`config.mk`:
```
export PLATFORM = sky130hd
export DESIGN_NAME = servo_slew_rate_ramp_flat
export DESIGN_NICKNAME = d
export VERILOG_FILES = /design/src/ssr_pkg.sv /design/src/ssr_if.sv /design/src/ssr_state_mem.sv /design/src/ssr_slew.sv /design/src/ssr_scale.sv /design/src/servo_slew_rate_ramp.sv /design/src/flat_wrapper.sv
export SDC_FILE = /design/constraint.sdc
export NUM_CORES = 1
export LEC_CHECK = 0
export BUFFER_PORTS_ARGS = -buffer_cell sky130_fd_sc_hd__clkbuf_2
export CAP_MARGIN = 20
export CORE_UTILIZATION = 40
export DETAILED_ROUTE_END_ITERATION = 6
export GPL_TIMING_DRIVEN = 0
export PLACE_DENSITY = 0.63
export SETUP_SLACK_MARGIN = 0.02
export SLEW_MARGIN = 5
export SYNTH_ARGS = -nofsm -noshare
export SYNTH_HDL_FRONTEND = slang
export SYNTH_SLANG_ARGS = --single-unit
```
`constraint.sdc`:
```
create_clock -name clock -period 8.1 [get_ports clock]
set_clock_uncertainty 0.2 [all_clocks]
set_input_delay 1.215 -clock clock [delete_from_list [all_inputs] [get_ports clock]]
set_output_delay 1.215 -clock clock [all_outputs]
set_load 0.005 [all_outputs]
```
`src/ssr_pkg.sv`:
```
// Shared constants, types and helpers of the servo slew limiter.
`timescale 1ns / 1ps
`default_nettype none

package ssr_pkg;

   localparam int CHANNELS    = 4;
   localparam int MAX_RESULTS = 4;

   localparam int CH_W    = (CHANNELS > 1) ? $clog2(CHANNELS) : 1;
   localparam int CNT_W   = $clog2(MAX_RESULTS + 1);
   localparam int CMD_W   = 2;
   localparam int CHF_W   = 4;
   localparam int DEG_W   = 8;
   localparam int SPD_W   = 16;
   localparam int POS_W   = 18;
   localparam int PULSE_W = 12;

   localparam logic [DEG_W-1:0]   MAX_ANGLE    = 8'd180;
   localparam logic [DEG_W-1:0]   CENTER_ANGLE = 8'd90;
   localparam logic [POS_W-1:0]   CENTER_MDEG  = 18'd90000;
   localparam logic [POS_W-1:0]   MDEG_PER_DEG = 18'd1000;
   localparam logic [PULSE_W-1:0] PULSE_BASE   = 12'd500;

   typedef enum logic [CMD_W-1:0] {
      CMD_SET_NOW  = 2'd0,
      CMD_SET_RAMP = 2'd1,
      CMD_READ     = 2'd2,
      CMD_TICK     = 2'd3
   } cmd_type;

   typedef enum logic [2:0] {
      ST_IDLE,
      ST_READ,
      ST_FETCH,
      ST_STEP,
      ST_ROUND,
      ST_PULSE,
      ST_EMIT
   } state_type;

   // One channel's entry in the state memory.
   typedef struct packed {
      logic [POS_W-1:0] position;
      logic [DEG_W-1:0] target;
      logic [SPD_W-1:0] speed;
      logic [DEG_W-1:0] shown;
   } word_type;

   typedef struct packed {
      logic            rd_en;
      logic [CH_W-1:0] rd_addr;
      logic            wr_en;
      logic [CH_W-1:0] wr_addr;
   } mem_ctl_type;

   localparam word_type RESET_WORD = '{
      position: CENTER_MDEG,
      target:   CENTER_ANGLE,
      speed:    '0,
      shown:    CENTER_ANGLE
   };

   // Degrees to millidegrees; the widest input stays below 2**POS_W.
   function automatic logic [POS_W-1:0] mdeg_of(input logic [DEG_W-1:0] deg);
      return POS_W'(deg) * MDEG_PER_DEG;
   endfunction

endpackage

`default_nettype wire

```
`src/ssr_if.sv`:
```
// Request and response channel interfaces of the servo slew limiter.
`timescale 1ns / 1ps
`default_nettype none

interface ssr_req_if;
   logic                        valid;
   logic                        ready;
   logic [ssr_pkg::CMD_W-1:0]   cmd;
   logic [ssr_pkg::CHF_W-1:0]   channel;
   logic [ssr_pkg::DEG_W-1:0]   angle;
   logic [ssr_pkg::SPD_W-1:0]   speed;

   modport source(output valid, output cmd, output channel, output angle, output speed,
                  input ready);
   modport sink(input valid, input cmd, input channel, input angle, input speed,
                output ready);
endinterface

interface ssr_rsp_if;
   logic                        valid;
   logic                        ready;
   logic [ssr_pkg::CHF_W-1:0]   out_channel;
   logic [ssr_pkg::PULSE_W-1:0] pwm_high_us;
   logic [ssr_pkg::DEG_W-1:0]   out_angle;
   logic                        drive;
   logic                        last;

   modport source(output valid, output out_channel, output pwm_high_us, output out_angle,
                  output drive, output last, input ready);
   modport sink(input valid, input out_channel, input pwm_high_us, input out_angle,
                input drive, input last, output ready);
endinterface

`default_nettype wire

```
`src/ssr_state_mem.sv`:
```
// Per-channel state memory with registered read data and reset-value valid bits.
`timescale 1ns / 1ps
`default_nettype none

module ssr_state_mem (
   input  wire logic               clock,
   input  wire logic               reset,
   input  wire ssr_pkg::mem_ctl_type ctl,
   input  wire ssr_pkg::word_type  wr_data,
   output ssr_pkg::word_type       rd_data
);

   ssr_pkg::word_type                 mem_ff [ssr_pkg::CHANNELS];
   logic [ssr_pkg::CHANNELS-1:0]      valid_ff;
   ssr_pkg::word_type                 rd_word_ff;
   logic                              rd_valid_ff;

   always_ff @(posedge clock) begin
      if (ctl.wr_en) begin
         mem_ff[ctl.wr_addr] <= wr_data;
      end
      if (ctl.rd_en) begin
         rd_word_ff <= mem_ff[ctl.rd_addr];
      end
   end

   always_ff @(posedge clock) begin
      if (reset) begin
         valid_ff    <= '0;
         rd_valid_ff <= 1'b0;
      end else begin
         if (ctl.wr_en) begin
            valid_ff[ctl.wr_addr] <= 1'b1;
         end
         if (ctl.rd_en) begin
            rd_valid_ff <= valid_ff[ctl.rd_addr];
         end
      end
   end

   // An entry never written reads as its reset contents.
   assign rd_data = rd_valid_ff ? rd_word_ff : ssr_pkg::RESET_WORD;

endmodule

`default_nettype wire

```
`src/ssr_slew.sv`:
```
// One millisecond slew step of a channel position toward its target.
`timescale 1ns / 1ps
`default_nettype none

module ssr_slew (
   input  wire logic [ssr_pkg::POS_W-1:0] pos_mdeg,
   input  wire logic [ssr_pkg::POS_W-1:0] tgt_mdeg,
   input  wire logic [ssr_pkg::SPD_W-1:0] speed,
   output logic      [ssr_pkg::POS_W-1:0] next_pos,
   output logic      [ssr_pkg::SPD_W-1:0] next_speed
);

   logic                        below;
   logic [ssr_pkg::POS_W-1:0]   gap_mdeg;
   logic                        arrive;

   always_comb begin
      below    = pos_mdeg < tgt_mdeg;
      gap_mdeg = below ? (tgt_mdeg - pos_mdeg) : (pos_mdeg - tgt_mdeg);
      arrive   = gap_mdeg <= ssr_pkg::POS_W'(speed);
      if (arrive) begin
         next_pos   = tgt_mdeg;
         next_speed = '0;
      end else begin
         next_pos   = below ? (pos_mdeg + ssr_pkg::POS_W'(speed))
                            : (pos_mdeg - ssr_pkg::POS_W'(speed));
         next_speed = speed;
      end
   end

endmodule

`default_nettype wire

```
`src/ssr_scale.sv`:
```
// Millidegree rounding and degree-to-pulse-width conversion by reciprocal multiplies.
`timescale 1ns / 1ps
`default_nettype none

module ssr_scale (
   input  wire logic [ssr_pkg::POS_W-1:0]   pos_mdeg,
   output logic      [ssr_pkg::DEG_W-1:0]   round_deg,
   input  wire logic [ssr_pkg::DEG_W-1:0]   deg,
   output logic      [ssr_pkg::PULSE_W-1:0] pwm_high_us
);

   // (pos + 500) / 1000 = ((pos + 500) >> 3) / 125; 33555 / 2**22 ~ 1/125.
   localparam logic [15:0] RECIP_125 = 16'd33555;
   // deg * 100 / 9 folded into one constant: 100 * 58255 / 2**19.
   localparam logic [30:0] PULSE_MUL = 31'd5825500;

   logic [ssr_pkg::POS_W:0]   biased;
   logic [31:0]               round_prod;
   logic [30:0]               pulse_prod;

   always_comb begin
      biased      = {1'b0, pos_mdeg} + (ssr_pkg::POS_W + 1)'(500);
      round_prod  = 32'(biased[ssr_pkg::POS_W:3]) * 32'(RECIP_125);
      round_deg   = round_prod[ssr_pkg::DEG_W+21:22];
      pulse_prod  = 31'(deg) * PULSE_MUL;
      pwm_high_us = ssr_pkg::PULSE_BASE + pulse_prod[30:19];
   end

endmodule

`default_nettype wire

```
`src/servo_slew_rate_ramp.sv`:
```
// Top level of the multi-channel servo slew limiter.
//
// Accepts one command item at a time on req_chan and returns zero or more result items on
// rsp_chan. set_now drives a channel's shown angle at once; set_ramp stores a target and a
// speed (speed 0 jumps there immediately); read returns the shown angle; tick advances every
// ramping channel by its speed in millidegrees and reports each channel that moved, with the
// final item of a command marked by last. All per-channel state lives in one memory that is
// read for every channel visited and written back when it changes; an entry never written reads
// as the power-up state (90 degrees, no ramp), so no clearing pass runs after reset.
// Sequence: a set or read on a valid channel passes through memory read, fetch, slew step,
// rounding and write-back, pulse conversion and hand-off to the result register; an
// out-of-range read goes straight to hand-off with no memory access, and an out-of-range
// set is taken and dropped with no result. A tick visits every channel in turn through the
// same steps. A new item is taken once the previous one has been fully handed to the
// result register, which holds one item while the consumer stalls.
`timescale 1ns / 1ps
`default_nettype none

module servo_slew_rate_ramp (
   input  wire logic   clock,
   input  wire logic   reset,
   ssr_req_if.sink     req_chan,
   ssr_rsp_if.source   rsp_chan
);

   // Sequencer state
   ssr_pkg::state_type                state_ff, state_in;

   // Command held for the duration of the item
   ssr_pkg::cmd_type                  cmd_ff;
   logic [ssr_pkg::CHF_W-1:0]         chan_ff;
   logic [ssr_pkg::DEG_W-1:0]         ang_ff;
   logic [ssr_pkg::SPD_W-1:0]         spd_ff;

   // Channel walk and per-channel working registers
   logic [ssr_pkg::CH_W-1:0]          idx_ff;
   logic [ssr_pkg::CNT_W-1:0]         cnt_ff;
   ssr_pkg::word_type                 word_ff;
   logic [ssr_pkg::POS_W-1:0]         tgt_mdeg_ff;
   logic [ssr_pkg::POS_W-1:0]         new_pos_ff;
   logic [ssr_pkg::SPD_W-1:0]         new_spd_ff;
   logic [ssr_pkg::DEG_W-1:0]         deg_ff;
   logic [ssr_pkg::PULSE_W-1:0]       pulse_ff;
   logic                              emit_ff;

   // Copy of "speed is nonzero" per channel, for the last flag of a tick
   logic [ssr_pkg::CHANNELS-1:0]      ramp_ff;

   // Result register
   logic                              rsp_valid_ff, rsp_valid_in;
   logic [ssr_pkg::CHF_W-1:0]         rsp_channel_ff;
   logic [ssr_pkg::PULSE_W-1:0]       rsp_pulse_ff;
   logic [ssr_pkg::DEG_W-1:0]         rsp_angle_ff;
   logic                              rsp_drive_ff;
   logic                              rsp_last_ff;

   // Control and datapath nets
   logic                              req_take;
   logic                              chan_ok;
   logic [ssr_pkg::DEG_W-1:0]         req_ang_clamped;
   logic                              out_free;
   logic                              emit_now;
   logic                              emit_go;
   logic                              advance;
   logic                              last_walk;
   logic                              later_ramp;
   logic                              is_tick;
   logic                              moved;
   logic                              do_write;
   logic [ssr_pkg::POS_W-1:0]         slew_pos;
   logic [ssr_pkg::SPD_W-1:0]         slew_spd;
   logic [ssr_pkg::DEG_W-1:0]         round_deg;
   logic [ssr_pkg::DEG_W-1:0]         deg_in;
   logic [ssr_pkg::PULSE_W-1:0]       pulse_calc;
   ssr_pkg::mem_ctl_type              mem_ctl;
   ssr_pkg::word_type                 mem_wr;
   ssr_pkg::word_type                 mem_rd;

   ssr_state_mem u_mem (
      .clock   (clock),
      .reset   (reset),
      .ctl     (mem_ctl),
      .wr_data (mem_wr),
      .rd_data (mem_rd)
   );

   ssr_slew u_slew (
      .pos_mdeg   (word_ff.position),
      .tgt_mdeg   (tgt_mdeg_ff),
      .speed      (word_ff.speed),
      .next_pos   (slew_pos),
      .next_speed (slew_spd)
   );

   ssr_scale u_scale (
      .pos_mdeg    (new_pos_ff),
      .round_deg   (round_deg),
      .deg         (deg_ff),
      .pwm_high_us (pulse_calc)
   );

   // Decode of the incoming item
   always_comb begin
      req_take        = req_chan.valid && req_chan.ready;
      chan_ok         = (ssr_pkg::CHF_W + 1)'(req_chan.channel)
                        < (ssr_pkg::CHF_W + 1)'(ssr_pkg::CHANNELS);
      req_ang_clamped = (req_chan.angle > ssr_pkg::MAX_ANGLE) ? ssr_pkg::MAX_ANGLE
                                                              : req_chan.angle;
   end

   // Hand-off and channel-walk conditions
   always_comb begin
      is_tick    = cmd_ff == ssr_pkg::CMD_TICK;
      out_free   = !rsp_valid_ff || rsp_chan.ready;
      emit_now   = emit_ff && (!is_tick || (cnt_ff < ssr_pkg::CNT_W'(ssr_pkg::MAX_RESULTS)));
      emit_go    = (state_ff == ssr_pkg::ST_EMIT) && emit_now && out_free;
      advance    = (state_ff == ssr_pkg::ST_EMIT) && (!emit_now || out_free);
      last_walk  = !is_tick || (idx_ff == ssr_pkg::CH_W'(ssr_pkg::CHANNELS - 1));
      later_ramp = |((ramp_ff >> idx_ff) >> 1);
   end

   // Next state
   always_comb begin
      state_in = state_ff;
      unique case (state_ff)
         ssr_pkg::ST_IDLE: begin
            if (req_take) begin
               if (ssr_pkg::cmd_type'(req_chan.cmd) == ssr_pkg::CMD_TICK || chan_ok) begin
                  state_in = ssr_pkg::ST_READ;
               end else if (ssr_pkg::cmd_type'(req_chan.cmd) == ssr_pkg::CMD_READ) begin
                  state_in = ssr_pkg::ST_EMIT;
               end
            end
         end
         ssr_pkg::ST_READ:  state_in = ssr_pkg::ST_FETCH;
         ssr_pkg::ST_FETCH: state_in = ssr_pkg::ST_STEP;
         ssr_pkg::ST_STEP:  state_in = ssr_pkg::ST_ROUND;
         ssr_pkg::ST_ROUND: state_in = ssr_pkg::ST_PULSE;
         ssr_pkg::ST_PULSE: state_in = ssr_pkg::ST_EMIT;
         ssr_pkg::ST_EMIT: begin
            if (advance) begin
               state_in = last_walk ? ssr_pkg::ST_IDLE : ssr_pkg::ST_READ;
            end
         end
         default: state_in = ssr_pkg::ST_IDLE;
      endcase
   end

   // Sequencer outputs: request ready and memory control
   always_comb begin
      req_chan.ready  = 1'b0;
      mem_ctl.rd_en   = 1'b0;
      mem_ctl.wr_en   = 1'b0;
      mem_ctl.rd_addr = idx_ff;
      mem_ctl.wr_addr = idx_ff;
      unique case (state_ff)
         ssr_pkg::ST_IDLE:  req_chan.ready = 1'b1;
         ssr_pkg::ST_READ:  mem_ctl.rd_en  = 1'b1;
         ssr_pkg::ST_ROUND: mem_ctl.wr_en  = do_write;
         default: ;
      endcase
   end

   // Write-back: a moved ramp, set_now or set_ramp changes the entry; a read does not
   always_comb begin
      moved    = word_ff.speed != '0;
      case (cmd_ff) inside
         ssr_pkg::CMD_TICK:                           do_write = moved;
         ssr_pkg::CMD_SET_NOW, ssr_pkg::CMD_SET_RAMP: do_write = 1'b1;
         default:                                     do_write = 1'b0;
      endcase

      case (cmd_ff)
         ssr_pkg::CMD_TICK:    deg_in = moved ? round_deg : word_ff.shown;
         ssr_pkg::CMD_SET_NOW: deg_in = ang_ff;
         ssr_pkg::CMD_SET_RAMP: deg_in = (spd_ff == '0) ? ang_ff : word_ff.shown;
         default:              deg_in = word_ff.shown;
      endcase

      mem_wr.position = new_pos_ff;
      mem_wr.target   = (cmd_ff == ssr_pkg::CMD_SET_RAMP) ? ang_ff : word_ff.target;
      mem_wr.speed    = new_spd_ff;
      mem_wr.shown    = deg_in;
   end

   // Control registers
   always_ff @(posedge clock) begin
      if (reset) begin
         state_ff     <= ssr_pkg::ST_IDLE;
         ramp_ff      <= '0;
         rsp_valid_ff <= 1'b0;
      end else begin
         state_ff     <= state_in;
         rsp_valid_ff <= rsp_valid_in;
         if (mem_ctl.wr_en) begin
            ramp_ff[idx_ff] <= new_spd_ff != '0;
         end
      end
   end

   always_comb begin
      rsp_valid_in = emit_go ? 1'b1 : (rsp_chan.ready ? 1'b0 : rsp_valid_ff);
   end

   // Datapath registers, loaded by sequencer step
   always_ff @(posedge clock) begin
      case (state_ff)
         ssr_pkg::ST_IDLE: begin
            if (req_take) begin
               cmd_ff  <= ssr_pkg::cmd_type'(req_chan.cmd);
               chan_ff <= req_chan.channel;
               ang_ff  <= req_ang_clamped;
               spd_ff  <= req_chan.speed;
               cnt_ff  <= '0;
               idx_ff  <= (ssr_pkg::cmd_type'(req_chan.cmd) == ssr_pkg::CMD_TICK)
                          ? '0 : req_chan.channel[ssr_pkg::CH_W-1:0];
               // Out-of-range read answers zero with no memory access
               deg_ff  <= '0;
               emit_ff <= 1'b1;
            end
         end
         ssr_pkg::ST_FETCH: begin
            word_ff     <= mem_rd;
            tgt_mdeg_ff <= ssr_pkg::mdeg_of(mem_rd.target);
         end
         ssr_pkg::ST_STEP: begin
            new_pos_ff <= word_ff.position;
            new_spd_ff <= word_ff.speed;
            emit_ff    <= 1'b1;
            case (cmd_ff)
               ssr_pkg::CMD_TICK: begin
                  new_pos_ff <= moved ? slew_pos : word_ff.position;
                  new_spd_ff <= slew_spd;
                  emit_ff    <= moved;
               end
               ssr_pkg::CMD_SET_RAMP: begin
                  if (spd_ff == '0) begin
                     new_pos_ff <= ssr_pkg::mdeg_of(ang_ff);
                     new_spd_ff <= '0;
                  end else begin
                     new_spd_ff <= spd_ff;
                     emit_ff    <= 1'b0;
                  end
               end
               default: ;
            endcase
         end
         ssr_pkg::ST_ROUND: begin
            deg_ff <= deg_in;
         end
         ssr_pkg::ST_PULSE: begin
            pulse_ff <= pulse_calc;
         end
         ssr_pkg::ST_EMIT: begin
            if (emit_go) begin
               cnt_ff <= cnt_ff + 1'b1;
            end
            if (advance && !last_walk) begin
               idx_ff <= idx_ff + 1'b1;
            end
         end
         default: ;
      endcase
   end

   // Result payload: load on hand-off, hold while the consumer stalls
   always_ff @(posedge clock) begin
      if (emit_go) begin
         rsp_channel_ff <= is_tick ? ssr_pkg::CHF_W'(idx_ff) : chan_ff;
         rsp_angle_ff   <= deg_ff;
         rsp_drive_ff   <= cmd_ff != ssr_pkg::CMD_READ;
         rsp_pulse_ff   <= (cmd_ff == ssr_pkg::CMD_READ) ? '0 : pulse_ff;
         rsp_last_ff    <= !is_tick || !later_ramp
                           || (cnt_ff == ssr_pkg::CNT_W'(ssr_pkg::MAX_RESULTS - 1));
      end
   end

   assign rsp_chan.valid       = rsp_valid_ff;
   assign rsp_chan.out_channel = rsp_channel_ff;
   assign rsp_chan.pwm_high_us = rsp_pulse_ff;
   assign rsp_chan.out_angle   = rsp_angle_ff;
   assign rsp_chan.drive       = rsp_drive_ff;
   assign rsp_chan.last        = rsp_last_ff;

endmodule

`default_nettype wire

```
`src/flat_wrapper.sv`:
```
// flat-port wrapper written by rule: the top's interface ports become plain ports
module servo_slew_rate_ramp_flat 
  (clock, reset, req_chan_valid, req_chan_cmd, req_chan_channel, req_chan_angle, req_chan_speed, req_chan_ready, rsp_chan_valid, rsp_chan_out_channel, rsp_chan_pwm_high_us, rsp_chan_out_angle, rsp_chan_drive, rsp_chan_last, rsp_chan_ready);
  ssr_req_if req_chan_i ();
  ssr_rsp_if rsp_chan_i ();
  input  wire logic clock;
  input  wire logic reset;
  input wire logic [$bits(req_chan_i.valid)-1:0] req_chan_valid;
  input wire logic [$bits(req_chan_i.cmd)-1:0] req_chan_cmd;
  input wire logic [$bits(req_chan_i.channel)-1:0] req_chan_channel;
  input wire logic [$bits(req_chan_i.angle)-1:0] req_chan_angle;
  input wire logic [$bits(req_chan_i.speed)-1:0] req_chan_speed;
  output wire logic [$bits(req_chan_i.ready)-1:0] req_chan_ready;
  output wire logic [$bits(rsp_chan_i.valid)-1:0] rsp_chan_valid;
  output wire logic [$bits(rsp_chan_i.out_channel)-1:0] rsp_chan_out_channel;
  output wire logic [$bits(rsp_chan_i.pwm_high_us)-1:0] rsp_chan_pwm_high_us;
  output wire logic [$bits(rsp_chan_i.out_angle)-1:0] rsp_chan_out_angle;
  output wire logic [$bits(rsp_chan_i.drive)-1:0] rsp_chan_drive;
  output wire logic [$bits(rsp_chan_i.last)-1:0] rsp_chan_last;
  input wire logic [$bits(rsp_chan_i.ready)-1:0] rsp_chan_ready;
  assign req_chan_i.valid = req_chan_valid;
  assign req_chan_i.cmd = req_chan_cmd;
  assign req_chan_i.channel = req_chan_channel;
  assign req_chan_i.angle = req_chan_angle;
  assign req_chan_i.speed = req_chan_speed;
  assign req_chan_ready = req_chan_i.ready;
  assign rsp_chan_valid = rsp_chan_i.valid;
  assign rsp_chan_out_channel = rsp_chan_i.out_channel;
  assign rsp_chan_pwm_high_us = rsp_chan_i.pwm_high_us;
  assign rsp_chan_out_angle = rsp_chan_i.out_angle;
  assign rsp_chan_drive = rsp_chan_i.drive;
  assign rsp_chan_last = rsp_chan_i.last;
  assign rsp_chan_i.ready = rsp_chan_ready;
  servo_slew_rate_ramp u_core (.clock(clock), .reset(reset), .req_chan(req_chan_i), .rsp_chan(rsp_chan_i));
endmodule
```
==> results of run 1 <==
critical path: cells and delay by family (launching register included):
| family | cells | cell delay, ns |
|---|---|---|
| XOR/XNOR | 2 | 0.39 |
| AND/OR/NAND/NOR | 3 | 1.17 |
| flip-flops | 1 | 0.44 |
| buffers and inverters | 6 | 0.52 |
| adder cells (fa/ha/maj) | 7 | 2.80 |
| AO/OA/AOI/OAI | 10 | 1.88 |
report_power, final:
part | switching [mW] | leakage [nW] | internal, mW
logic | 2.22 | 8.24 | 1.69
registers | 0.0926 | 3.94 | 2.73
clock network | 0.908 | 0.701 | 1.17
state kept, by name, indices dropped and copies added, names as in the netlist, 8 cells and up:
| register | count |
|---|---|
| u_core.new_pos_ff | 18 |
| u_core.rsp_chan.out_angle | 8 |
| u_core.spd_ff | 16 |
| u_core.new_spd_ff | 16 |
| u_core.pulse_ff | 12 |
| u_core.u_mem.mem_ff | 200 |
| u_core.deg_ff | 8 |
| u_core.word_ff | 50 |
| u_core.ang_ff | 8 |
| u_core.u_mem.rd_word_ff | 50 |
| u_core.rsp_chan.pwm_high_us | 12 |
| u_core.tgt_mdeg_ff | 13 |
per-layer routing:
layer / share of wire / track usage
met4: 0.021 / 0.0485
met2: 0.47 / 0.300
met5: 0.00012 / 0
met1: 0.46 / 0.259
met3: 0.053 / 0.0287
final cells by class:
type                            count  area (um2)
Inverter                          313        1170
Antenna cell                        3        7.51
Timing Repair Buffer               84         602
Buffer                             53         243
Sequential cell                   441       13100
Multi-Input combinational cell   1383       13500
Fill cell                        6229       37500
Clock buffer                       54        1160
Clock inverter                     28         317
Tap cell                          931        1160
cell families after synthesis:
| logic type | count (synthesis) | share of synthesized area |
|---|---|---|
| flip-flops | 441 | 0.470 |
| XOR/XNOR | 105 | 0.0329 |
| buffers and inverters | 366 | 0.0507 |
| multiplexers | 89 | 0.0556 |
| adder cells (fa/ha/maj) | 456 | 0.238 |
| AO/OA/AOI/OAI | 339 | 0.0816 |
| AND/OR/NAND/NOR | 394 | 0.0717 |
per-stage QoR:
step | hold slack (ns) | setup TNS (ns) | worst slack [ns] | utilization
after detailed placement | 0.259 | -5.54 | -0.456 | 0.431
after floorplan | 0.235 | 0 | 0.889 | -
after global routing | 0.268 | 0 | 0.0124 | 0.454
after CTS | 0.254 | 0 | 0.0347 | 0.453
after global placement | 0.247 | -79.11 | -1.20 | 0.427
final | 0.262 | 0 | 0.370 | 0.454
worst paths after layout:
kind                                          from                                  end  slack [ns]  cells past startpoint
max                 u_core.new_pos_ff[7]$_DFFE_PP_  u_core.u_mem.mem_ff[2][7]$_DFFE_PP_        0.37                     28
min          u_core.u_mem.rd_word_ff[42]$_DFFE_PP_     u_core.word_ff[42]$_SDFFCE_PN1P_        0.26                      1
max reg2reg         u_core.new_pos_ff[7]$_DFFE_PP_  u_core.u_mem.mem_ff[2][7]$_DFFE_PP_        0.37                     28
min reg2reg  u_core.u_mem.rd_word_ff[42]$_DFFE_PP_     u_core.word_ff[42]$_SDFFCE_PN1P_        0.26                      1
repair_timing:
action | CTS | global route
buffers inserted | 3 | 3
pin swaps | 0 | 1
hold endpoints to repair | 0 | 0
resized for setup | 4 | 5
endpoints found under the setup margin | 30 | 22
hold buffers | 0 | 0
synthesized netlist by cell type (5+ instances only):
| cell | number | area share |
|---|---|---|
| a211oi_1 | 8 | 0.0021 |
| a21boi_0 | 6 | 0.0016 |
| a21o_1 | 39 | 0.010 |
| a21oi_1 | 88 | 0.016 |
| a22o_1 | 18 | 0.0056 |
| a22oi_1 | 11 | 0.0030 |
| a31oi_1 | 8 | 0.0018 |
| and2_1 | 61 | 0.014 |
| and3_1 | 11 | 0.0025 |
| buf_1 | 8 | 0.0011 |
| buf_6 | 5 | 0.0020 |
| clkbuf_1 | 35 | 0.0047 |
| dfxtp_1 | 12 | 0.0086 |
| edfxtp_1 | 429 | 0.46 |
| fa_1 | 125 | 0.090 |
| ha_1 | 331 | 0.15 |
| inv_1 | 313 | 0.042 |
| mux2_2 | 9 | 0.0036 |
| mux2i_1 | 28 | 0.010 |
| mux4_2 | 51 | 0.041 |
| nand2_1 | 102 | 0.014 |
| nand2b_1 | 29 | 0.0065 |
| nand3_1 | 15 | 0.0027 |
| nand4_1 | 12 | 0.0027 |
| nor2_1 | 82 | 0.011 |
| nor2b_1 | 18 | 0.0040 |
| nor3_1 | 18 | 0.0032 |
| nor4_1 | 10 | 0.0022 |
| o211ai_1 | 9 | 0.0024 |
| o21a_1 | 5 | 0.0013 |
| o21ai_0 | 65 | 0.012 |
| o21ai_1 | 10 | 0.0018 |
| o21bai_1 | 7 | 0.0019 |
| o22ai_1 | 7 | 0.0016 |
| o31ai_1 | 6 | 0.0016 |
| or2_2 | 8 | 0.0018 |
| or3_1 | 8 | 0.0018 |
| xnor2_1 | 80 | 0.025 |
| xor2_1 | 25 | 0.0078 |
==> results.py, run 1 <==
metrics = {
    "run_status": {
        "status": "completed",
    },
    "yosys": {
        "yosys_most_used_dff": "edfxtp_1",
        "async_flop_share": 0,
        "synth_edf_count": 429,
        "synthDistinctLibCells": 86,
        "yosys_warnings": 0,
        "mappedNetlistArea_um2": 27900,
        "ys_seq_area_frac": 0.470,
        "synth_nets": 2680,
        "yosys_register_bits": 441,
        "synthCells": 2190,
        "avgSynthCellArea_um2": 12.8,
    },
    "worst_setup_path": {
        "critPathCaptureType": "flop",
        "crit_arrival_ns": 7.80,
        "slowest_stage": "or4_1",
        "critPathMaxStageDelay_ns": 0.59,
        "critPathLaunchType": "flop",
        "worstSetupPathType": "flop to flop",
        "cp.required_ns": 8.17,
        "cp_max_fo": 5,
    },
    "route": {
        "drc": 0,
        "ant_nets": 0,
        "drt-wirelength-per-cell_um": 19.7,
        "vias_per_cell": 5.25,
        "drt-initial-drc-count": 1160,
        "routed_wl_um": 64800,
        "drt_pass1_iterations": 7,
        "vias": 17300,
    },
    "floorplanning": {
        "die_h_um": 266,
        "ios": 62,
        "start_util": 0.406,
        "rows": 96,
        "die_width_um": 266,
        "core_um2": 68800,
        "die_area_um2": 70900,
    },
    "clocking": {
        "clkLatencyLatePin_ns": 0.61,
        "cts_root_buf": "clkbuf_16",
        "cts_buffers": 45,
        "clkTransAtPathRegs_ns": 0.07,
        "h-tree-depth": 2,
        "clock_sinks": 441,
        "clock_path_buffers": 3,
        "cts_tree": "done",
    },
    "hold_path": {
        "min_path_type": "flop to flop",
    },
    "power_and_ir_drop": {
        "ir_worst_vdd_mv": 0.203,
        "p_total_mw": 8.81,
        "p_per_area_nw_per_um2": 281,
        "p_leak_nw": 12.9,
    },
    "layout": {
        "final_area_um2": 31300,
        "layout_commonest_cell": "edfxtp_1",
        "final_cell_count_no_fill": 3290,
        "final_cell_mix": "edfxtp_1, ha_1, inv_1",
        "drive_gt1_frac": 0.109,
        "nNetsFinal": 2811,
        "syn_to_final_growth_pct": 11.9,
    },
    "place": {
        "port_buffers": 61,
        "place_inst": 3197,
        "gp_congestion": 0.899,
        "place_area_um2": 29700,
        "hpwl_um": 49500,
    },
    "timing": {
        "slew_headroom": 0.284,
        "tightest_slew_ns": 1.07,
        "rsz0062_at_grt": "true",
        "fmax_mhz": 129,
        "period_needed_ns": 7.73,
        "setup_viol": 0,
        "post-route-period-util": 0.954,
        "maxSlewViolCount": 0,
        "hold_viol_final": 0,
    },
    "grt": {
        "overflow": 0,
        "grt_pass1_wl_um": 101000,
        "grt_pass1_vias": 17600,
        "antenna_found_initial": 4,
        "grt.total_usage": 0.185,
        "grt_max_degree": 35,
    },
    "flow_run": {
        "maxCapViolations": 0,
    },
}
Power figures use the tool's default switching activity.
==> run 2: changes to the inputs <==
==> constraint.sdc (replaced) <==
create_clock -name clock -period 7.98 [get_ports clock]
set_clock_uncertainty 0.2 [all_clocks]
set_input_delay 1.197 -clock clock [delete_from_list [all_inputs] [get_ports clock]]
set_output_delay 1.197 -clock clock [all_outputs]
set_load 0.005 [all_outputs]
==> results.py, run 2 (synthesized netlist as in run 1, its figures left out) <==
metrics = {
    "layout": {
        "reg_top3": "u_core.u_mem.mem_ff: 200 flops, u_core.u_mem.rd_word_ff: 50 flops, u_core.word_ff: 50 flops",
        "top_register": "u_core.u_mem.mem_ff",
        "final_cell_count_no_fill": 3291,
        "final_cell_mix": "edfxtp_1, ha_1, inv_1",
        "layout_commonest_cell": "edfxtp_1",
        "regArea_um2": 13100,
        "fill_cells": 6224,
        "largest_register_ffs": 200,
        "multi_input_area_um2": 13500,
        "nNetsFinal": 2811,
        "syn_to_final_growth_pct": 12.0,
        "drive_gt1_frac": 0.111,
    },
    "floorplanning": {
        "core_um2": 68800,
        "start_util": 0.406,
        "rows": 96,
        "die_area_um2": 70900,
        "die_width_um": 266,
        "die_h_um": 266,
        "ios": 62,
    },
    "place": {
        "place_inst": 3197,
        "gp_congestion": 0.899,
        "port_buffers": 61,
        "hpwl_um": 49500,
    },
    "worst_setup_path": {
        "critPathCaptureType": "flop",
        "worstSetupPathType": "flop to flop",
        "critPathLaunchType": "flop",
        "crit_buf_inv": 6,
        "cp_max_fo": 5,
        "critPathMaxStageDelay_ns": 0.62,
        "critPathTopFamily": "adder cells",
        "crit_arrival_ns": 7.74,
        "slowest_stage": "or4_1",
        "cp.required_ns": 8.06,
    },
    "hold_path": {
        "min_path_type": "flop to flop",
    },
    "timing": {
        "maxSlewViolCount": 0,
        "tightest_slew_ns": 1.07,
        "fmax_mhz": 131,
        "period_needed_ns": 7.66,
        "post-route-period-util": 0.960,
        "slew_headroom": 0.286,
        "hold_viol_final": 0,
        "setup_viol": 0,
        "rsz0062_at_grt": "false",
    },
    "grt": {
        "antenna_found_initial": 4,
        "grt_pass1_wl_um": 101000,
        "grt_pass1_vias": 17600,
        "overflow": 0,
        "grt_max_degree": 35,
        "grt.total_usage": 0.185,
    },
    "route": {
        "drc": 0,
        "drt_pass1_iterations": 5,
        "drt-wirelength-per-cell_um": 19.7,
        "drt-initial-drc-count": 1135,
        "vias_per_cell": 5.26,
        "routed_wl_um": 64900,
        "ant_nets": 0,
        "vias": 17300,
    },
    "clocking": {
        "cts_tree": "done",
        "cts_buffers": 45,
        "clkTransAtPathRegs_ns": 0.07,
        "h-tree-depth": 2,
        "clock_sinks": 441,
        "clock_path_buffers": 3,
        "cts_root_buf": "clkbuf_16",
        "clkLatencyLatePin_ns": 0.61,
    },
    "power_and_ir_drop": {
        "p_leak_nw": 12.9,
        "p_total_mw": 8.94,
        "ir_worst_vdd_mv": 0.204,
        "p_per_area_nw_per_um2": 286,
    },
    "flow_run": {
        "maxCapViolations": 0,
    },
    "run_status": {
        "status": "completed",
    },
}
run 2: metal layers:
| layer | wire, um | part of all wire | vias up | track usage |
|---|---|---|---|---|
| met5 | 8 | 0.00012 | - | 0 |
| li1 | - | - | 8111 | - |
| met3 | 3500 | 0.054 | 96 | 0.0287 |
| met4 | 1440 | 0.022 | 2 | 0.0485 |
| met2 | 30400 | 0.47 | 421 | 0.300 |
| met1 | 29600 | 0.46 | 8689 | 0.259 |
run 2: final timing paths:
path	cells after the start	slack [ns]	to	start
min	1	0.26	u_core.word_ff[44]$_SDFFCE_PN1P_	u_core.u_mem.rd_word_ff[44]$_DFFE_PP_
min reg2reg	1	0.26	u_core.word_ff[44]$_SDFFCE_PN1P_	u_core.u_mem.rd_word_ff[44]$_DFFE_PP_
max reg2reg	28	0.32	u_core.u_mem.mem_ff[2][7]$_DFFE_PP_	u_core.new_pos_ff[7]$_DFFE_PP_
max	28	0.32	u_core.u_mem.mem_ff[2][7]$_DFFE_PP_	u_core.new_pos_ff[7]$_DFFE_PP_
run 2: metrics by stage:
step                TNS, ns  setup WS (ns)  cell area, um2  hold slack [ns]   util
floorplan                 0          0.769           27900            0.235      -
global placement     -89.37          -1.32           29400            0.247  0.427
detailed placement    -9.09         -0.576           29700            0.259  0.431
CTS                       0         0.0333           31200            0.254  0.453
global route              0         0.0286           31300            0.268  0.455
finish                    0          0.322           31300            0.259  0.455
run 2: cell type report:
cell class / instances / share of cell area
multi-input cells: 1383 / 0.432
diodes: 4 / 0.000320
repair buffers: 84 / 0.0192
clock inverters: 28 / 0.0101
plain buffers: 53 / 0.00775
flip-flops and latches: 441 / 0.419
inverters: 313 / 0.0375
well taps: 931 / 0.0372
clock buffers: 54 / 0.0370
run 2: repair_timing:
item                                    CTS  global route
pin swaps                                 1             2
endpoints found under the setup margin   34            22
buffers inserted                          3             3
endpoints found under the hold margin     0             0
hold buffers                              0             0
resized for setup                         8             6
run 2: worst reg2reg max path: cells and delay by family (launching register included):
| family | cells | cell delay [ns] |
|---|---|---|
| AOI/OAI and AO/OA | 10 | 1.78 |
| xor gates and xnor gates | 2 | 0.44 |
| adders and majority gates | 7 | 2.80 |
| buffers and inverters | 6 | 0.52 |
| DFF | 1 | 0.44 |
| and+or+nand+nor | 3 | 1.14 |
run 2: power by group:
group / leakage, nW / internal [mW] / switching (mW)
Combinational: 8.25 / 1.71 / 2.25
Clock: 0.701 / 1.19 / 0.922
Sequential: 3.94 / 2.77 / 0.0943
Total: 12.9 / 5.67 / 3.27
==> run 3: changes to the inputs <==
--- a/config.mk
+++ b/config.mk
@@ -6,8 +6,8 @@
 export NUM_CORES = 1
 export LEC_CHECK = 0
 export BUFFER_PORTS_ARGS = -buffer_cell sky130_fd_sc_hd__clkbuf_2
-export CAP_MARGIN = 20
 export CORE_UTILIZATION = 40
+export CTS_BUF_LIST = sky130_fd_sc_hd__clkbuf_4 sky130_fd_sc_hd__clkbuf_8
 export DETAILED_ROUTE_END_ITERATION = 6
 export GPL_TIMING_DRIVEN = 0
 export PLACE_DENSITY = 0.63
==> results.py, run 3 (synthesized netlist as in run 1, its figures left out) <==
metrics = {
    "run_status": {
        "status": "completed",
    },
    "worst_setup_path": {
        "slowest_stage": "or4_4",
        "critPathMaxStageDelay_ns": 0.57,
        "crit_arrival_ns": 7.78,
        "critPathLaunchType": "flop",
        "reg2reg_to": "u_core.u_mem.mem_ff[2][6]$_DFFE_PP_",
        "worstSetupPathType": "flop to flop",
        "cp_max_fo": 5,
        "cp.required_ns": 8.13,
        "reg2reg_from": "u_core.new_pos_ff[6]$_DFFE_PP_",
        "r2r_slack_ns": 0.35,
        "critPathCaptureType": "flop",
        "reg2reg_depth": 28,
    },
    "layout": {
        "drive_gt1_frac": 0.131,
        "reg_top3": "u_core.u_mem.mem_ff: 200 flops, u_core.u_mem.rd_word_ff: 50 flops, u_core.word_ff: 50 flops",
        "layout_commonest_cell": "edfxtp_1",
        "fin_util": 0.455,
        "top_register": "u_core.u_mem.mem_ff",
        "largest_register_ffs": 200,
        "final_area_um2": 31300,
        "fill_cells": 6210,
        "final_cell_mix": "edfxtp_1, ha_1, inv_1",
        "syn_to_final_growth_pct": 12.1,
        "nNetsFinal": 2838,
        "final_cell_count_no_fill": 3332,
    },
    "route": {
        "routed_wl_um": 65500,
        "drc": 0,
        "ant_nets": 0,
        "drt_pass1_iterations": 5,
        "vias": 17400,
        "vias_per_cell": 5.23,
        "drt-initial-drc-count": 1211,
        "drt-wirelength-per-cell_um": 19.7,
    },
    "timing": {
        "slew_headroom": 0.158,
        "period_needed_ns": 7.63,
        "tightest_slew_ns": 1.26,
        "tns_ns": 0,
        "maxSlewViolCount": 0,
        "fmax_mhz": 131,
        "rsz0062_at_grt": "false",
        "hold_viol_final": 0,
        "setup_viol": 0,
        "post-route-period-util": 0.956,
    },
    "floorplanning": {
        "die_width_um": 266,
        "die_h_um": 266,
        "start_util": 0.406,
        "rows": 96,
        "ios": 62,
        "die_area_um2": 70900,
        "core_um2": 68800,
    },
    "power_and_ir_drop": {
        "p_leak_nw": 13.0,
        "ir_worst_vdd_mv": 0.202,
        "p_per_area_nw_per_um2": 285,
    },
    "clocking": {
        "h-tree-depth": 3,
        "cts_root_buf": "clkbuf_8",
        "clock_path_buffers": 3,
        "clkTransAtPathRegs_ns": 0.06,
        "cts_tree": "done",
        "cts_buffers": 74,
        "clock_sinks": 441,
        "clkLatencyLatePin_ns": 0.67,
    },
    "hold_path": {
        "min_path_type": "flop to flop",
        "hold_path_depth": 2,
        "hold_start": "u_core.u_mem.valid_ff[0]$_SDFFE_PP0P_",
        "min_to": "u_core.u_mem.valid_ff[0]$_SDFFE_PP0P_",
    },
    "grt": {
        "grt_pass1_vias": 17800,
        "grt_max_degree": 35,
        "grt_pass1_wl_um": 102000,
        "grt.total_usage": 0.188,
        "overflow": 0,
        "antenna_found_initial": 5,
    },
    "place": {
        "place_area_um2": 29600,
        "gp_congestion": 0.899,
        "hpwl_um": 49700,
        "place_inst": 3195,
        "port_buffers": 61,
    },
    "flow_run": {
        "maxCapViolations": 0,
    },
}
## run 3: changes by cell type in the layout (fill, tap and decap cells not counted), moves of 3 or more
cell and change:
buf_8 -4, clkinvlp_4 -3, clkbuf_1 -10, clkbuf_8 +78, clkbuf_16 -45, clkbuf_4 +20
## run 3: area by class of cell
| type | count | area [um2] | area share |
|---|---|---|---|
| diodes | 3 | 7.51 | 0.000240 |
| plain buffers | 53 | 244 | 0.00779 |
| clock buffers | 98 | 1220 | 0.0391 |
| clock inverters | 28 | 294 | 0.00939 |
| inverters | 313 | 1170 | 0.0375 |
| multi-input cells | 1383 | 13500 | 0.432 |
| flip-flops and latches | 441 | 13100 | 0.419 |
| well taps | 931 | 1160 | 0.0372 |
| repair buffers | 82 | 557 | 0.0178 |
## run 3: worst max path at each step
| stage | startpoint | end |
|---|---|---|
| 2_1_floorplan | u_core.new_pos_ff[7]$_DFFE_PP_ | u_core.u_mem.mem_ff[0][7]$_DFFE_PP_ |
| 3_3_place_gp | u_core.state_ff[1]$_SDFFE_PP0P_ | u_core.word_ff[14]$_SDFFCE_PN0P_ |
| 3_5_place_dp | u_core.new_pos_ff[7]$_DFFE_PP_ | u_core.deg_ff[5]$_SDFFCE_PN0P_ |
| 4_1_cts | u_core.new_pos_ff[6]$_DFFE_PP_ | u_core.deg_ff[7]$_SDFFCE_PN0P_ |
| 5_1_grt | u_core.new_pos_ff[6]$_DFFE_PP_ | u_core.u_mem.mem_ff[2][6]$_DFFE_PP_ |
| 6_report | u_core.new_pos_ff[6]$_DFFE_PP_ | u_core.u_mem.mem_ff[2][6]$_DFFE_PP_ |
## run 3: power by group
part	leakage [nW]	switching [mW]	internal, mW
clock	0.794	0.952	1.14
sequential	3.94	0.0942	2.77
combinational	8.23	2.26	1.71
## run 3: routing by layer
layer	GRT usage	part of all wire	up-vias
li1	-	-	8176
met1	0.263	0.46	8709
met2	0.303	0.47	437
met3	0.0287	0.049	99
met4	0.0551	0.022	2
met5	0	0.00015	-
## run 3: stage by stage
step / total power [mW] / setup WS [ns] / hold WS, ns
after floorplan: 5.84 / 0.769 / 0.235
after global placement: 6.75 / -1.32 / 0.247
after detailed placement: 6.83 / -0.540 / 0.266
after CTS: 8.98 / 0.0250 / 0.279
after global routing: 9.61 / 0.0253 / 0.308
final: 8.93 / 0.348 / 0.274
## run 3: timing repair
item / CTS / global route
hold buffers: 0 / 0
resized for setup: 6 / 9
endpoints found under the setup margin: 30 / 26
pin swaps: 1 / 1
buffers inserted: 2 / 6
## run 3: critical path: cells and delay by family (launching register included)
family / cells / cell delay [ns]
and+or+nand+nor: 6 / 1.49
DFF: 1 / 0.43
xor gates and xnor gates: 1 / 0.22
buffers and inverters: 6 / 0.55
AOI/OAI and AO/OA: 8 / 1.63
adders and majority gates: 7 / 2.80
